## src/hdl/bis_pkg.sv

```systemverilog
// Package of the bounded id set unit: sizes, action codes, states and port structs
package bis_pkg;

   localparam int CAPACITY = 16;
   localparam int IDX_W    = (CAPACITY > 1) ? $clog2(CAPACITY) : 1;
   localparam int CNT_W    = $clog2(CAPACITY + 1);
   localparam int ID_W     = 32;
   localparam int ACT_W    = 2;
   localparam int POS_W    = 4;
   localparam int CNT_OUT_W = 5;

   localparam logic [CNT_W-1:0] CAP_CNT = CNT_W'(CAPACITY);
   localparam logic [ID_W-1:0]  NULL_ID = '1;

   localparam logic [ACT_W-1:0] ACT_ADD    = 2'd0;
   localparam logic [ACT_W-1:0] ACT_DELETE = 2'd1;
   localparam logic [ACT_W-1:0] ACT_QUERY  = 2'd2;

   typedef enum logic [2:0] {
      S_IDLE,
      S_SCAN,
      S_RESOLVE,
      S_LAST_RD,
      S_LAST_WR,
      S_DONE
   } state_type;

   // Status of the compare unit for the entry read in the previous cycle
   typedef struct packed {
      logic             hit;
      logic             miss;
      logic [IDX_W-1:0] idx;
   } scan_stat_type;

   // One read and one write request towards the entry memory
   typedef struct packed {
      logic             rd_en;
      logic [IDX_W-1:0] rd_addr;
      logic             we;
      logic [IDX_W-1:0] wr_addr;
      logic [ID_W-1:0]  wr_data;
   } mem_req_type;

endpackage

```

## src/hdl/bis_store.sv

```systemverilog
// Entry memory of the bounded id set unit: one write port, one registered read port
module bis_store (
   input  logic                        clock,
   input  bis_pkg::mem_req_type        mem_req,
   output logic [bis_pkg::ID_W-1:0]    rd_data
);

   logic [bis_pkg::ID_W-1:0] mem_ff [bis_pkg::CAPACITY];
   logic [bis_pkg::ID_W-1:0] rd_data_ff;

   // Write the entry and register the read data
   always_ff @(posedge clock) begin
      if (mem_req.we) begin
         mem_ff[mem_req.wr_addr] <= mem_req.wr_data;
      end
      if (mem_req.rd_en) begin
         rd_data_ff <= mem_ff[mem_req.rd_addr];
      end
   end

   assign rd_data = rd_data_ff;

endmodule

```

## src/hdl/bis_scan.sv

```systemverilog
// Linear search unit: walks the stored entries and compares each with the id
module bis_scan (
   input  logic                          clock,
   input  logic                          reset,
   input  logic                          start,
   input  logic                          run,
   input  logic [bis_pkg::CNT_W-1:0]     count,
   input  logic [bis_pkg::ID_W-1:0]      id,
   input  logic [bis_pkg::ID_W-1:0]      rd_data,
   output logic                          rd_en,
   output logic [bis_pkg::IDX_W-1:0]     rd_addr,
   output bis_pkg::scan_stat_type        stat
);

   logic [bis_pkg::CNT_W-1:0] scan_ff, scan_in;
   logic                      pend_ff, pend_in;
   logic [bis_pkg::IDX_W-1:0] pend_idx_ff, pend_idx_in;
   logic                      issue;
   logic                      match;

   // Issue one read per cycle while entries remain below the count
   always_comb begin
      issue       = run && !start && (scan_ff < count);
      scan_in     = scan_ff;
      if (start) begin
         scan_in = '0;
      end else if (issue) begin
         scan_in = scan_ff + bis_pkg::CNT_W'(1);
      end
      pend_in     = issue;
      pend_idx_in = scan_ff[bis_pkg::IDX_W-1:0];
   end

   always_ff @(posedge clock) begin
      if (reset) begin
         pend_ff <= 1'b0;
      end else begin
         pend_ff <= pend_in;
      end
      scan_ff     <= scan_in;
      pend_idx_ff <= pend_idx_in;
   end

   // Compare the returned entry; flag a miss on the last stored slot
   always_comb begin
      match     = (rd_data == id);
      stat.hit  = pend_ff && match;
      stat.miss = pend_ff && !match &&
                  (bis_pkg::CNT_W'(pend_idx_ff) == (count - bis_pkg::CNT_W'(1)));
      stat.idx  = pend_idx_ff;
   end

   assign rd_en   = issue;
   assign rd_addr = scan_ff[bis_pkg::IDX_W-1:0];

endmodule

```

## src/hdl/bounded_id_set_unit.sv

```systemverilog
// Flow: for the null id or an empty set an accepted request passes the resolve
//   and done states; otherwise a search over the stored ids comes first, and a
//   delete that hits also passes the last-read and last-write states. Only one
//   transaction at a time, scanned via the single read port of the entry memory.
// Reset: synchronous; clears the count, the sequencer and the result valid.
//   Entries are not cleared; only slots below the count are ever read.
module bounded_id_set_unit (
   input  logic                              clock,
   input  logic                              reset,
   input  logic                              req_valid,
   output logic                              req_ready,
   input  logic [bis_pkg::ACT_W-1:0]         req_action,
   input  logic signed [bis_pkg::ID_W-1:0]   req_id,
   output logic                              rsp_valid,
   input  logic                              rsp_ready,
   output logic                              rsp_ok,
   output logic                              rsp_found,
   output logic [bis_pkg::POS_W-1:0]         rsp_position,
   output logic [bis_pkg::CNT_OUT_W-1:0]     rsp_count
);

   bis_pkg::state_type          state_ff, state_in;
   logic [bis_pkg::CNT_W-1:0]   count_ff, count_in;
   logic [bis_pkg::ACT_W-1:0]   action_ff, action_in;
   logic [bis_pkg::ID_W-1:0]    id_ff, id_in;
   logic                        found_ff, found_in;
   logic [bis_pkg::IDX_W-1:0]   slot_ff, slot_in;
   logic                        ok_ff, ok_in;

   logic                        rsp_valid_ff, rsp_valid_in;
   logic                        rsp_ok_ff, rsp_ok_in;
   logic                        rsp_found_ff, rsp_found_in;
   logic [bis_pkg::POS_W-1:0]   rsp_pos_ff, rsp_pos_in;
   logic [bis_pkg::CNT_OUT_W-1:0] rsp_count_ff, rsp_count_in;

   logic                        accept;
   logic                        rsp_free;
   logic                        scan_start;
   logic                        scan_run;
   logic                        scan_rd_en;
   logic [bis_pkg::IDX_W-1:0]   scan_rd_addr;
   bis_pkg::scan_stat_type      stat;
   bis_pkg::mem_req_type        mem_req;
   logic [bis_pkg::ID_W-1:0]    rd_data;
   logic                        add_ok;
   logic                        rsp_load;

   assign accept   = req_valid && req_ready;
   assign rsp_free = !rsp_valid_ff || rsp_ready;
   assign add_ok   = (id_ff != bis_pkg::NULL_ID) && !found_ff && (count_ff < bis_pkg::CAP_CNT);

   bis_scan u_scan (
      .clock   (clock),
      .reset   (reset),
      .start   (scan_start),
      .run     (scan_run),
      .count   (count_ff),
      .id      (id_ff),
      .rd_data (rd_data),
      .rd_en   (scan_rd_en),
      .rd_addr (scan_rd_addr),
      .stat    (stat)
   );

   bis_store u_store (
      .clock   (clock),
      .mem_req (mem_req),
      .rd_data (rd_data)
   );

   // Advance the sequencer
   always_comb begin
      state_in = state_ff;
      case (state_ff)
         bis_pkg::S_IDLE: begin
            if (req_valid) begin
               if ((req_id == bis_pkg::NULL_ID) || (count_ff == '0)) begin
                  state_in = bis_pkg::S_RESOLVE;
               end else begin
                  state_in = bis_pkg::S_SCAN;
               end
            end
         end
         bis_pkg::S_SCAN: begin
            if (stat.hit || stat.miss) begin
               state_in = bis_pkg::S_RESOLVE;
            end
         end
         bis_pkg::S_RESOLVE: begin
            if ((action_ff == bis_pkg::ACT_DELETE) && found_ff) begin
               state_in = bis_pkg::S_LAST_RD;
            end else begin
               state_in = bis_pkg::S_DONE;
            end
         end
         bis_pkg::S_LAST_RD: state_in = bis_pkg::S_LAST_WR;
         bis_pkg::S_LAST_WR: state_in = bis_pkg::S_DONE;
         bis_pkg::S_DONE: begin
            if (rsp_free) begin
               state_in = bis_pkg::S_IDLE;
            end
         end
         default: state_in = bis_pkg::S_IDLE;
      endcase
   end

   // Drive handshake, search and memory controls from the state
   always_comb begin
      req_ready       = 1'b0;
      scan_run        = 1'b0;
      rsp_load        = 1'b0;
      mem_req.rd_en   = scan_rd_en;
      mem_req.rd_addr = scan_rd_addr;
      mem_req.we      = 1'b0;
      mem_req.wr_addr = bis_pkg::IDX_W'(count_ff);
      mem_req.wr_data = id_ff;
      case (state_ff)
         bis_pkg::S_IDLE: req_ready = 1'b1;
         bis_pkg::S_SCAN: scan_run = 1'b1;
         bis_pkg::S_RESOLVE: begin
            mem_req.we = (action_ff == bis_pkg::ACT_ADD) && add_ok;
         end
         bis_pkg::S_LAST_RD: begin
            mem_req.rd_en   = 1'b1;
            mem_req.rd_addr = bis_pkg::IDX_W'(count_ff - bis_pkg::CNT_W'(1));
         end
         bis_pkg::S_LAST_WR: begin
            mem_req.we      = 1'b1;
            mem_req.wr_addr = slot_ff;
            mem_req.wr_data = rd_data;
         end
         bis_pkg::S_DONE: rsp_load = rsp_free;
         default: req_ready = 1'b0;
      endcase
   end

   assign scan_start = accept;

   // Hold the transaction, the search outcome and the count
   always_comb begin
      action_in = action_ff;
      id_in     = id_ff;
      found_in  = found_ff;
      slot_in   = slot_ff;
      ok_in     = ok_ff;
      count_in  = count_ff;
      if (accept) begin
         action_in = req_action;
         id_in     = req_id;
         found_in  = 1'b0;
         slot_in   = '0;
         ok_in     = 1'b0;
      end
      if ((state_ff == bis_pkg::S_SCAN) && stat.hit) begin
         found_in = 1'b1;
         slot_in  = stat.idx;
      end
      if (state_ff == bis_pkg::S_RESOLVE) begin
         case (action_ff)
            bis_pkg::ACT_ADD: begin
               ok_in = add_ok;
               if (add_ok) begin
                  count_in = count_ff + bis_pkg::CNT_W'(1);
               end
            end
            bis_pkg::ACT_DELETE: ok_in = found_ff;
            bis_pkg::ACT_QUERY:  ok_in = found_ff;
            default:             ok_in = 1'b0;
         endcase
      end
      if (state_ff == bis_pkg::S_LAST_WR) begin
         count_in = count_ff - bis_pkg::CNT_W'(1);
      end
   end

   // Load the result register when it is free
   always_comb begin
      rsp_valid_in = rsp_valid_ff;
      rsp_ok_in    = rsp_ok_ff;
      rsp_found_in = rsp_found_ff;
      rsp_pos_in   = rsp_pos_ff;
      rsp_count_in = rsp_count_ff;
      if (rsp_valid_ff && rsp_ready) begin
         rsp_valid_in = 1'b0;
      end
      if (rsp_load) begin
         rsp_valid_in = 1'b1;
         rsp_ok_in    = ok_ff;
         rsp_found_in = found_ff;
         rsp_pos_in   = bis_pkg::POS_W'(slot_ff);
         rsp_count_in = bis_pkg::CNT_OUT_W'(count_ff);
      end
   end

   always_ff @(posedge clock) begin
      if (reset) begin
         state_ff     <= bis_pkg::S_IDLE;
         count_ff     <= '0;
         rsp_valid_ff <= 1'b0;
      end else begin
         state_ff     <= state_in;
         count_ff     <= count_in;
         rsp_valid_ff <= rsp_valid_in;
      end
      action_ff    <= action_in;
      id_ff        <= id_in;
      found_ff     <= found_in;
      slot_ff      <= slot_in;
      ok_ff        <= ok_in;
      rsp_ok_ff    <= rsp_ok_in;
      rsp_found_ff <= rsp_found_in;
      rsp_pos_ff   <= rsp_pos_in;
      rsp_count_ff <= rsp_count_in;
   end

   assign rsp_valid    = rsp_valid_ff;
   assign rsp_ok       = rsp_ok_ff;
   assign rsp_found    = rsp_found_ff;
   assign rsp_position = rsp_pos_ff;
   assign rsp_count    = rsp_count_ff;

endmodule

```

## config.mk

```make
export PLATFORM = sky130hd
export DESIGN_NAME = bounded_id_set_unit
export DESIGN_NICKNAME = d
export VERILOG_FILES = /design/src/hdl/bis_pkg.sv /design/src/hdl/bis_store.sv /design/src/hdl/bis_scan.sv /design/src/hdl/bounded_id_set_unit.sv
export SDC_FILE = /design/constraint.sdc
export NUM_CORES = 1
export LEC_CHECK = 0
export BUFFER_PORTS_ARGS = -buffer_cell sky130_fd_sc_hd__buf_2
export CORE_MARGIN = 2
export CORE_UTILIZATION = 65
export CTS_BUF_LIST = sky130_fd_sc_hd__clkbuf_2 sky130_fd_sc_hd__clkbuf_4 sky130_fd_sc_hd__clkbuf_8
export CTS_CLUSTER_SIZE = 25
export DETAILED_ROUTE_END_ITERATION = 8
export PLACE_DENSITY = 0.82
export SLEW_MARGIN = 10
export SYNTH_ARGS = -nofsm -noshare
export SYNTH_HDL_FRONTEND = slang
export SYNTH_HIERARCHICAL = 1
export SYNTH_SLANG_ARGS = --single-unit
```

## constraint.sdc

```tcl
create_clock -name clock -period 6.36 [get_ports clock]
set_clock_uncertainty 0.05 [all_clocks]
set_input_delay 0.954 -clock clock [delete_from_list [all_inputs] [get_ports clock]]
set_output_delay 0.954 -clock clock [all_outputs]
set_load 0.01 [all_outputs]
```

Word-level counts from Yosys, hierarchy flattened
Memory sizes are Yosys's and may differ from the RTL's. A register that Yosys moved wholly into a read port is not among the register bits.
Cells that the tools add are included.
{"block": "word_totals", "register_bits": 70, "ramBits": 512, "input_bits": 38, "output_inout_bits": 13, "word_cells": 91, "n_memories": 1}
{"block": "op_classes", "n_addsub": 3, "magnitude_cmp": 2, "eq_ne": 14, "mux": 25, "n_reduce_logical": 31}
{"memory": "u_store.mem_ff", "depth": 16, "word_bits": 32, "rd": 1, "rd_clocked_by_memory_dff": 1, "wr": 1, "line": "bis_store.sv:8", "source": "logic [bis_pkg::ID_W-1:0] mem_ff [bis_pkg::CAPACITY];"}
{"op": "36-bit two-way mux", "n": 1}
{"op": "32-bit equality test", "n": 1}
{"op": "32-bit equality test, second input constant", "n": 1}
{"op": "32-bit inequality test, second input constant", "n": 1}
{"op": "5-bit two-way mux", "n": 5}
{"op": "3-bit case mux with 6 select lines", "n": 1}
{"op": "1-bit logical AND", "n": 12}
{"op": "3-bit two-way mux", "n": 4}
{"op": "2-bit nonzero test", "n": 6}
{"op": "5-bit by 1-bit adder with 5-bit output, second input constant", "n": 2}
{"op": "1-bit two-way mux", "n": 9}
{"op": "4-bit two-way mux", "n": 2}
{"op": "3-bit by 2-bit equality test with 1-bit output, second input constant", "n": 2}
{"op": "3-bit equality test, second input constant", "n": 2}
{"op": "2-bit inequality test, second input constant", "n": 3}
{"op": "3-bit AND reduction", "n": 2}
{"op": "4-bit by 5-bit equality test with 1-bit output", "n": 1}
{"op": "5-bit zero test", "n": 1}
{"op": "5-bit < comparator", "n": 1}
{"op": "5-bit < comparator, second input constant", "n": 1}
{"op": "5-bit by 1-bit subtractor with 5-bit output, second input constant", "n": 1}
{"op": "1-bit zero test", "n": 4}
{"op": "1-bit case mux with 2 select lines", "n": 2}
{"op": "3-bit by 1-bit equality test with 1-bit output, second input constant", "n": 1}
{"op": "other kinds (7)", "n": 9}

Longest topological paths before layout
Gate-level depths: netlist of the first run.
{"block": "depth", "word_depth": 7, "ltp_mapped": 11}

Hierarchy
The synthesis of the first run kept the hierarchy.
{"mod": "bis_store", "instances": 1, "cells_each": 838, "area_per_inst_um2": 20155.6}
{"mod": "bounded_id_set_unit", "instances": 1, "cells_each": 295, "area_per_inst_um2": 2952.8}
{"mod": "bis_scan", "instances": 1, "cells_each": 104, "area_per_inst_um2": 927.1}

Worst setup path after synthesis of the first run
OpenSTA, ideal clock, no wires.
{"block": "synth_timing", "path_kind": "reg-to-reg", "from": "register state_ff[0]", "to": "memory u_store/mem_ff[0][0] (netlist bit) (enable)", "setup_time_ns": 0.461, "arrival_ns": 4.006, "path_slack_ns": 1.843, "path_stages_with_launch": 9, "path_buffers": 3, "cell_sequence": "dfxtp_1 buf_6 or3b_1 buf_2 clkbuf_1 nand2_1 nand2_1 or3b_2 nor3_1"}
{"element": "from (decl)", "line": "bounded_id_set_unit.sv:22", "source": "bis_pkg::state_type state_ff, state_in;"}
{"element": "from (signal assigned)", "line": "bounded_id_set_unit.sv:197", "source": "state_ff <= bis_pkg::S_IDLE;"}
{"element": "from (signal assigned)", "line": "bounded_id_set_unit.sv:201", "source": "state_ff <= state_in;"}
{"element": "to (decl)", "line": "bis_store.sv:8"}

==> qor.txt, run 1 <==
total placed cells including tap cells -> 1724
Total Routed Length -> 52500 um
routed vias/inst -> 6.67
Rows -> 70
CTS tree -> built
Max Root-Sink Buffers -> 3
CP Class -> reg2reg
clk root buf -> clkbuf_8
core box area -> 36500 um2
worst min-delay path class -> reg2reg
number of hold buffers added after CTS -> 0
# IOs -> 51
Ys Warns -> 6
initial antenna violation count -> 1
clock sink total -> 614
largest net degree at the start of global routing -> 76
Fmax achieved -> 229 MHz
sequential-to-total area share from yosys stat -> 75.9%
cells after synthesis -> 1237
Mapped Avg Cell Area -> 19.4 um2
H-tree Lvls -> 3
met2 WL -> 25700 um
DRC marker count from the first detailed-route iteration -> 1210
DRC -> 0
Setup Total Neg Slack -> 0 ns
Rel. slew slack -> 20.5%
Required @ worst endpoint -> 6.63 ns
wire length per cell -> 27.7 um
Fin. Hold Viols -> 0
crit start category -> flip-flop
Peak VDD IR -> 0.000298 V
Die X -> 196 um
Setup Fix Bufs, Post-CTS -> 0
crit share post-route -> 68.6%
post-CTS sizing -> 0
Post-DP HPWL -> 29300 um
non-filler cells in the finished layout -> 1895
async set-reset flop share out of synthesis -> 0%
die area -> 38500 um2
max_cap viols -> 0
Final Max Tran Viols -> 0
flip-flop and latch count after synthesis -> 614
Post-synth EDFFs -> 594
TritonRoute pass-1 iters -> 5
most frequent cells in the layout -> edfxtp_1, nand2_1, mux4_2
CTS buffer count -> 92
wire length of the first global-routing pass -> 78300 um
commonest non-fill, non-tap cell in the layout -> edfxtp_1
number of library cell types mapped by synthesis -> 53
wire length on met1 -> 19300 um
die height -> 196 um
fin nets -> 1400
DR vias -> 12633
Post-Syn Area -> 24000 um2
run status -> finished clean
count of buffers from port buffering -> 50
ANT nets after route -> 0
gr usage total -> 28.2%
Tmin final -> 4.36 ns
vias in the first global route -> 12667
PwrDens -> 406 nW/um2
Starting Density -> 65.8%
Top FF cell, synth -> edfxtp_1
Leak -> 8.66 nW
clk slew on worst S/H paths -> 0.06 ns
slew of the pin with the lowest slew margin -> 1.19 ns
gr ovfl total -> 0
uppermost layer routed -> met4
share of post-route cells with drive strength above 1 -> 27.4%
Worst EP arrival -> 4.63 ns
RSZ-0062 raised after global routing -> no
post-synth net total -> 1287
post-layout util -> 73.3%
area grow syn2layout -> 11.4%
endpoints failing setup -> 0
wire length on met3 -> 5730 um
RePlAce Congestion -> 0.849
critical path endpoint category -> flip-flop
Skew-Pair Late Insertion Delay -> 0.64 ns
Crit Path Max Fanout -> 25
==> registers in the layout, summed over array words and instances (netlist names), 2 cells and up <==
signal / cells
action_ff: 2
count_ff: 5
id_ff: 32
rsp_count: 5
rsp_position: 4
slot_ff: 4
state_ff: 3
u_scan/pend_idx_ff: 4
u_scan/scan_ff: 5
u_store/mem_ff: 512
u_store/rd_data: 32
==> kinds of logic (layout without fill, tap and decap cells) <==
family / Yosys count / count (layout) / share of synthesized area [%]
flops: 614 / 614 / 75.9
simple gates: 265 / 265 / 5.26
mux: 134 / 134 / 12.3
compound gates: 102 / 102 / 3.17
buf+inv: 72 / 261 / 1.42
xor+xnor: 38 / 38 / 1.38
fa+ha+maj: 12 / 12 / 0.625
other cells: 0 / 1 / 0
==> stage by stage <==
step / hold slack [ns] / power, mW / setup slack (ns) / area, um2
6_report: 0.372 / 10.9 / 2.00 / 26800
3_5_place_dp: 0.358 / 7.82 / 2.14 / 25000
5_1_grt: 0.395 / 11.3 / 1.78 / 26800
3_3_place_gp: 0.353 / 7.73 / 2.26 / 25000
2_1_floorplan: 0.341 / 7.13 / 1.84 / 24000
4_1_cts: 0.372 / 10.9 / 2.09 / 26800
==> routing by layer <==
layer,GRT usage (%),up-vias
met5,0,-
met4,12.1,0
met2,44.7,826
met1,39.7,6431
met3,5.02,124
li1,-,5252
==> power by group <==
part	switching [mW]	total, mW	internal, mW
Clock	1.44	3.11	1.67
Combinational	1.48	2.43	0.951
Sequential	0.173	5.32	5.15
Total	3.09	10.9	7.77
==> critical path: stages (launching register included) <==
cell and delay, ns:
dfxtp_1 0.60, nor3b_4 0.97, o21ai_0 0.59, nand2b_1 0.50, nor2_4 0.96, buf_4 0.36
==> Yosys cell counts (all sizes together), types with 3 or more instances <==
cell type / instances / area, um2
mux4: 128 / 2880
nand3: 4 / 25.0
clkbuf: 24 / 90.1
or2: 3 / 18.8
and3: 6 / 37.5
ha: 12 / 150
a22oi: 67 / 508
nor2b: 9 / 56.3
nand3b: 3 / 22.5
inv: 12 / 45.0
buf: 36 / 205
dfxtp: 20 / 400
nand4: 20 / 125
nor3b: 3 / 43.8
xor2: 33 / 289
nor4: 12 / 105
mux2i: 4 / 40.0
a21oi: 7 / 46.3
nor3: 16 / 80.1
edfxtp: 594 / 17800
xnor2: 5 / 43.8
and2: 4 / 25.0
a211oi: 4 / 30.0
o21ai: 12 / 63.8
nor2: 24 / 90.1
nand2: 151 / 567
nand2b: 7 / 43.8
==> worst paths after layout <==
| kind | slack, ns | cells after the start | startpoint | endpoint |
|---|---|---|---|---|
| max | 2.00 | 5 | state_ff[2]$_SDFFE_PP0P_ | u_store/mem_ff[1][25]$_DFFE_PP_ |
| min | 0.37 | 0 | ok_ff$_SDFFCE_PN0P_ | rsp_ok$_DFFE_PP_ |
| max reg2reg | 2.00 | 5 | state_ff[2]$_SDFFE_PP0P_ | u_store/mem_ff[1][25]$_DFFE_PP_ |
| min reg2reg | 0.37 | 0 | ok_ff$_SDFFCE_PN0P_ | rsp_ok$_DFFE_PP_ |
==> area by class of cell <==
cell class / count / area, um2
flip-flops and latches: 614 / 18200
inverters: 12 / 45.0
repair buffers: 79 / 480
multi-input cells: 551 / 5620
diodes: 1 / 2.50
clock buffers: 132 / 1610
clock inverters: 38 / 196
fillers: 2005 / 9750
well taps: 468 / 586
No activity file was read; power rests on OpenSTA's default activity.
==> run 2, diff against run 1 <==
--- a/config.mk
+++ b/config.mk
@@ -7,11 +7,11 @@
 export LEC_CHECK = 0
 export BUFFER_PORTS_ARGS = -buffer_cell sky130_fd_sc_hd__buf_2
 export CORE_MARGIN = 2
-export CORE_UTILIZATION = 65
+export CORE_UTILIZATION = 58
 export CTS_BUF_LIST = sky130_fd_sc_hd__clkbuf_2 sky130_fd_sc_hd__clkbuf_4 sky130_fd_sc_hd__clkbuf_8
 export CTS_CLUSTER_SIZE = 25
 export DETAILED_ROUTE_END_ITERATION = 8
-export PLACE_DENSITY = 0.82
+export PLACE_DENSITY = 0.78
 export SLEW_MARGIN = 10
 export SYNTH_ARGS = -nofsm -noshare
 export SYNTH_HDL_FRONTEND = slang
==> constraint.sdc (replaced) <==
create_clock -name clock -period 3.9 [get_ports clock]
set_clock_uncertainty 0.05 [all_clocks]
set_input_delay 0.585 -clock clock [delete_from_list [all_inputs] [get_ports clock]]
set_output_delay 0.585 -clock clock [all_outputs]
set_load 0.01 [all_outputs]
==> qor.txt, run 2 (synthesized netlist as in run 1, its figures left out) <==
clock sink total -> 614
CTS tree -> built
die area -> 43100 um2
Max Root-Sink Buffers -> 3
most frequent cells in the layout -> edfxtp_1, nand2_1, mux4_2
share of post-route cells with drive strength above 1 -> 27.9%
number of hold buffers added after CTS -> 0
vias in the first global route -> 12764
Peak VDD IR -> 0.000309 V
hold_ws -> 0.0520 ns
wire length of the first global-routing pass -> 81300 um
total placed cells including tap cells -> 1805
Most flops, register -> u_store/mem_ff
routed vias/inst -> 6.50
Skew-Pair Late Insertion Delay -> 0.66 ns
RePlAce Congestion -> 0.791
CP Class -> reg2reg
Fillers -> 2527
gr usage total -> 26.1%
Starting Density -> 58.9%
Setup Total Neg Slack -> 0 ns
Fin. Hold Viols -> 0
Fmax achieved -> 308 MHz
die height -> 208 um
max_cap viols -> 0
TritonRoute pass-1 iters -> 5
biggest cell delay along the critical path -> 0.57 ns
Leak -> 8.72 nW
area grow syn2layout -> 12.9%
hold path depth -> 1
crit share post-route -> 83.2%
PwrDens -> 653 nW/um2
final worst slack -> 0.656 ns
Placement Setup Slack -> 0.748 ns
final instance area -> 27100 um2
crit path from -> state_ff[1]$_SDFFE_PP0P_
CTS buffer count -> 94
post-CTS sizing -> 0
crit start category -> flip-flop
post-layout util -> 66.4%
Post-DP Area -> 25400 um2
slew of the pin with the lowest slew margin -> 0.884 ns
DRC -> 0
WP buf/inv -> 1
Tmin final -> 3.24 ns
commonest non-fill, non-tap cell in the layout -> edfxtp_1
non-filler cells in the finished layout -> 1961
Reg-to-Reg Start -> state_ff[1]$_SDFFE_PP0P_
CP top delay family -> compound AO/OA/AOI/OAI gates
Tot Pwr -> 17.7 mW
Hold Crit Endpoint -> action_ff[1]$_DFFE_PP_
Worst EP arrival -> 3.57 ns
Rel. slew slack -> 40.9%
flop2flop setup slack -> 0.66 ns
Post-DP HPWL -> 30200 um
clk slew on worst S/H paths -> 0.06 ns
Slowest cell on crit path -> dfxtp_1
ANT nets after route -> 0
Hold Crit Start -> req_action[1]
wire length per cell -> 28.3 um
core box area -> 40800 um2
run status -> finished clean
Rows -> 74
gr ovfl total -> 0
DRC marker count from the first detailed-route iteration -> 1571
largest net degree at the start of global routing -> 65
Total Routed Length -> 55500 um
CP Cell Sequence -> nor2b_1 > nand2_1 > o21ai_4 > buf_12 > mux4_2 > a22oi_1 > nand2_1
worst min-delay path class -> in2reg
Setup Fix Bufs, Post-CTS -> 0
Crit Path Max Fanout -> 50
initial antenna violation count -> 2
reg2reg path depth -> 7
fin nets -> 1419
count of buffers from port buffering -> 50
H-tree Lvls -> 3
Die X -> 208 um
Required @ worst endpoint -> 4.23 ns
DR vias -> 12741
# IOs -> 51
critical path endpoint category -> flip-flop
RSZ-0062 raised after global routing -> no
crit-path most repeated cell -> nand2_1
max reg flops -> 512
clk root buf -> clkbuf_8
RR Endpoint -> u_store/rd_data[14]$_DFFE_PP_
endpoints failing setup -> 0
Final Max Tran Viols -> 0
==> run 2: area by class of cell <==
cell class	count	area [um2]	area share [%]
flip-flops and latches	614	18200	67.2
repair buffers	96	833	3.07
clock buffers	119	1490	5.51
inverters	12	45.0	0.166
well taps	532	666	2.45
clock inverters	36	206	0.761
diodes	1	2.50	0.00923
multi-input cells	551	5640	20.8
==> run 2: per-layer routing <==
layer | GRT usage (%) | up-vias | wire length, um
met5 | 0 | - | 13
met4 | 11.0 | 2 | 1900
met3 | 5.84 | 114 | 5590
met2 | 41.8 | 749 | 27400
met1 | 35.1 | 6607 | 20600
li1 | - | 5269 | -
==> run 2: how the worst max path moves through the flow <==
stage               cells past startpoint                        endpoint  slack, ns
floorplan                               8  u_store/mem_ff[1][0]$_DFFE_PP_       0.25
global placement                        7   u_store/rd_data[12]$_DFFE_PP_       0.88
detailed placement                      7    u_store/rd_data[2]$_DFFE_PP_       0.75
CTS                                     7   u_store/rd_data[14]$_DFFE_PP_       0.72
global route                            7   u_store/rd_data[14]$_DFFE_PP_       0.46
finish                                  7   u_store/rd_data[14]$_DFFE_PP_       0.66
==> run 2: power by group <==
group          internal [mW]  switching, mW  leakage, nW
registers               8.40          0.294         5.53
logic                   1.65           2.44         2.30
clock network           2.56           2.38        0.892
total                   12.6           5.11         8.72
==> run 2: worst reg2reg max path, cell delays in order, from the launching register on <==
cell and delay [ns]:
dfxtp_1 0.57, nor2b_1 0.28, nand2_1 0.27, o21ai_4 0.40
buf_12 0.39, mux4_2 0.65, a22oi_1 0.26, nand2_1 0.10
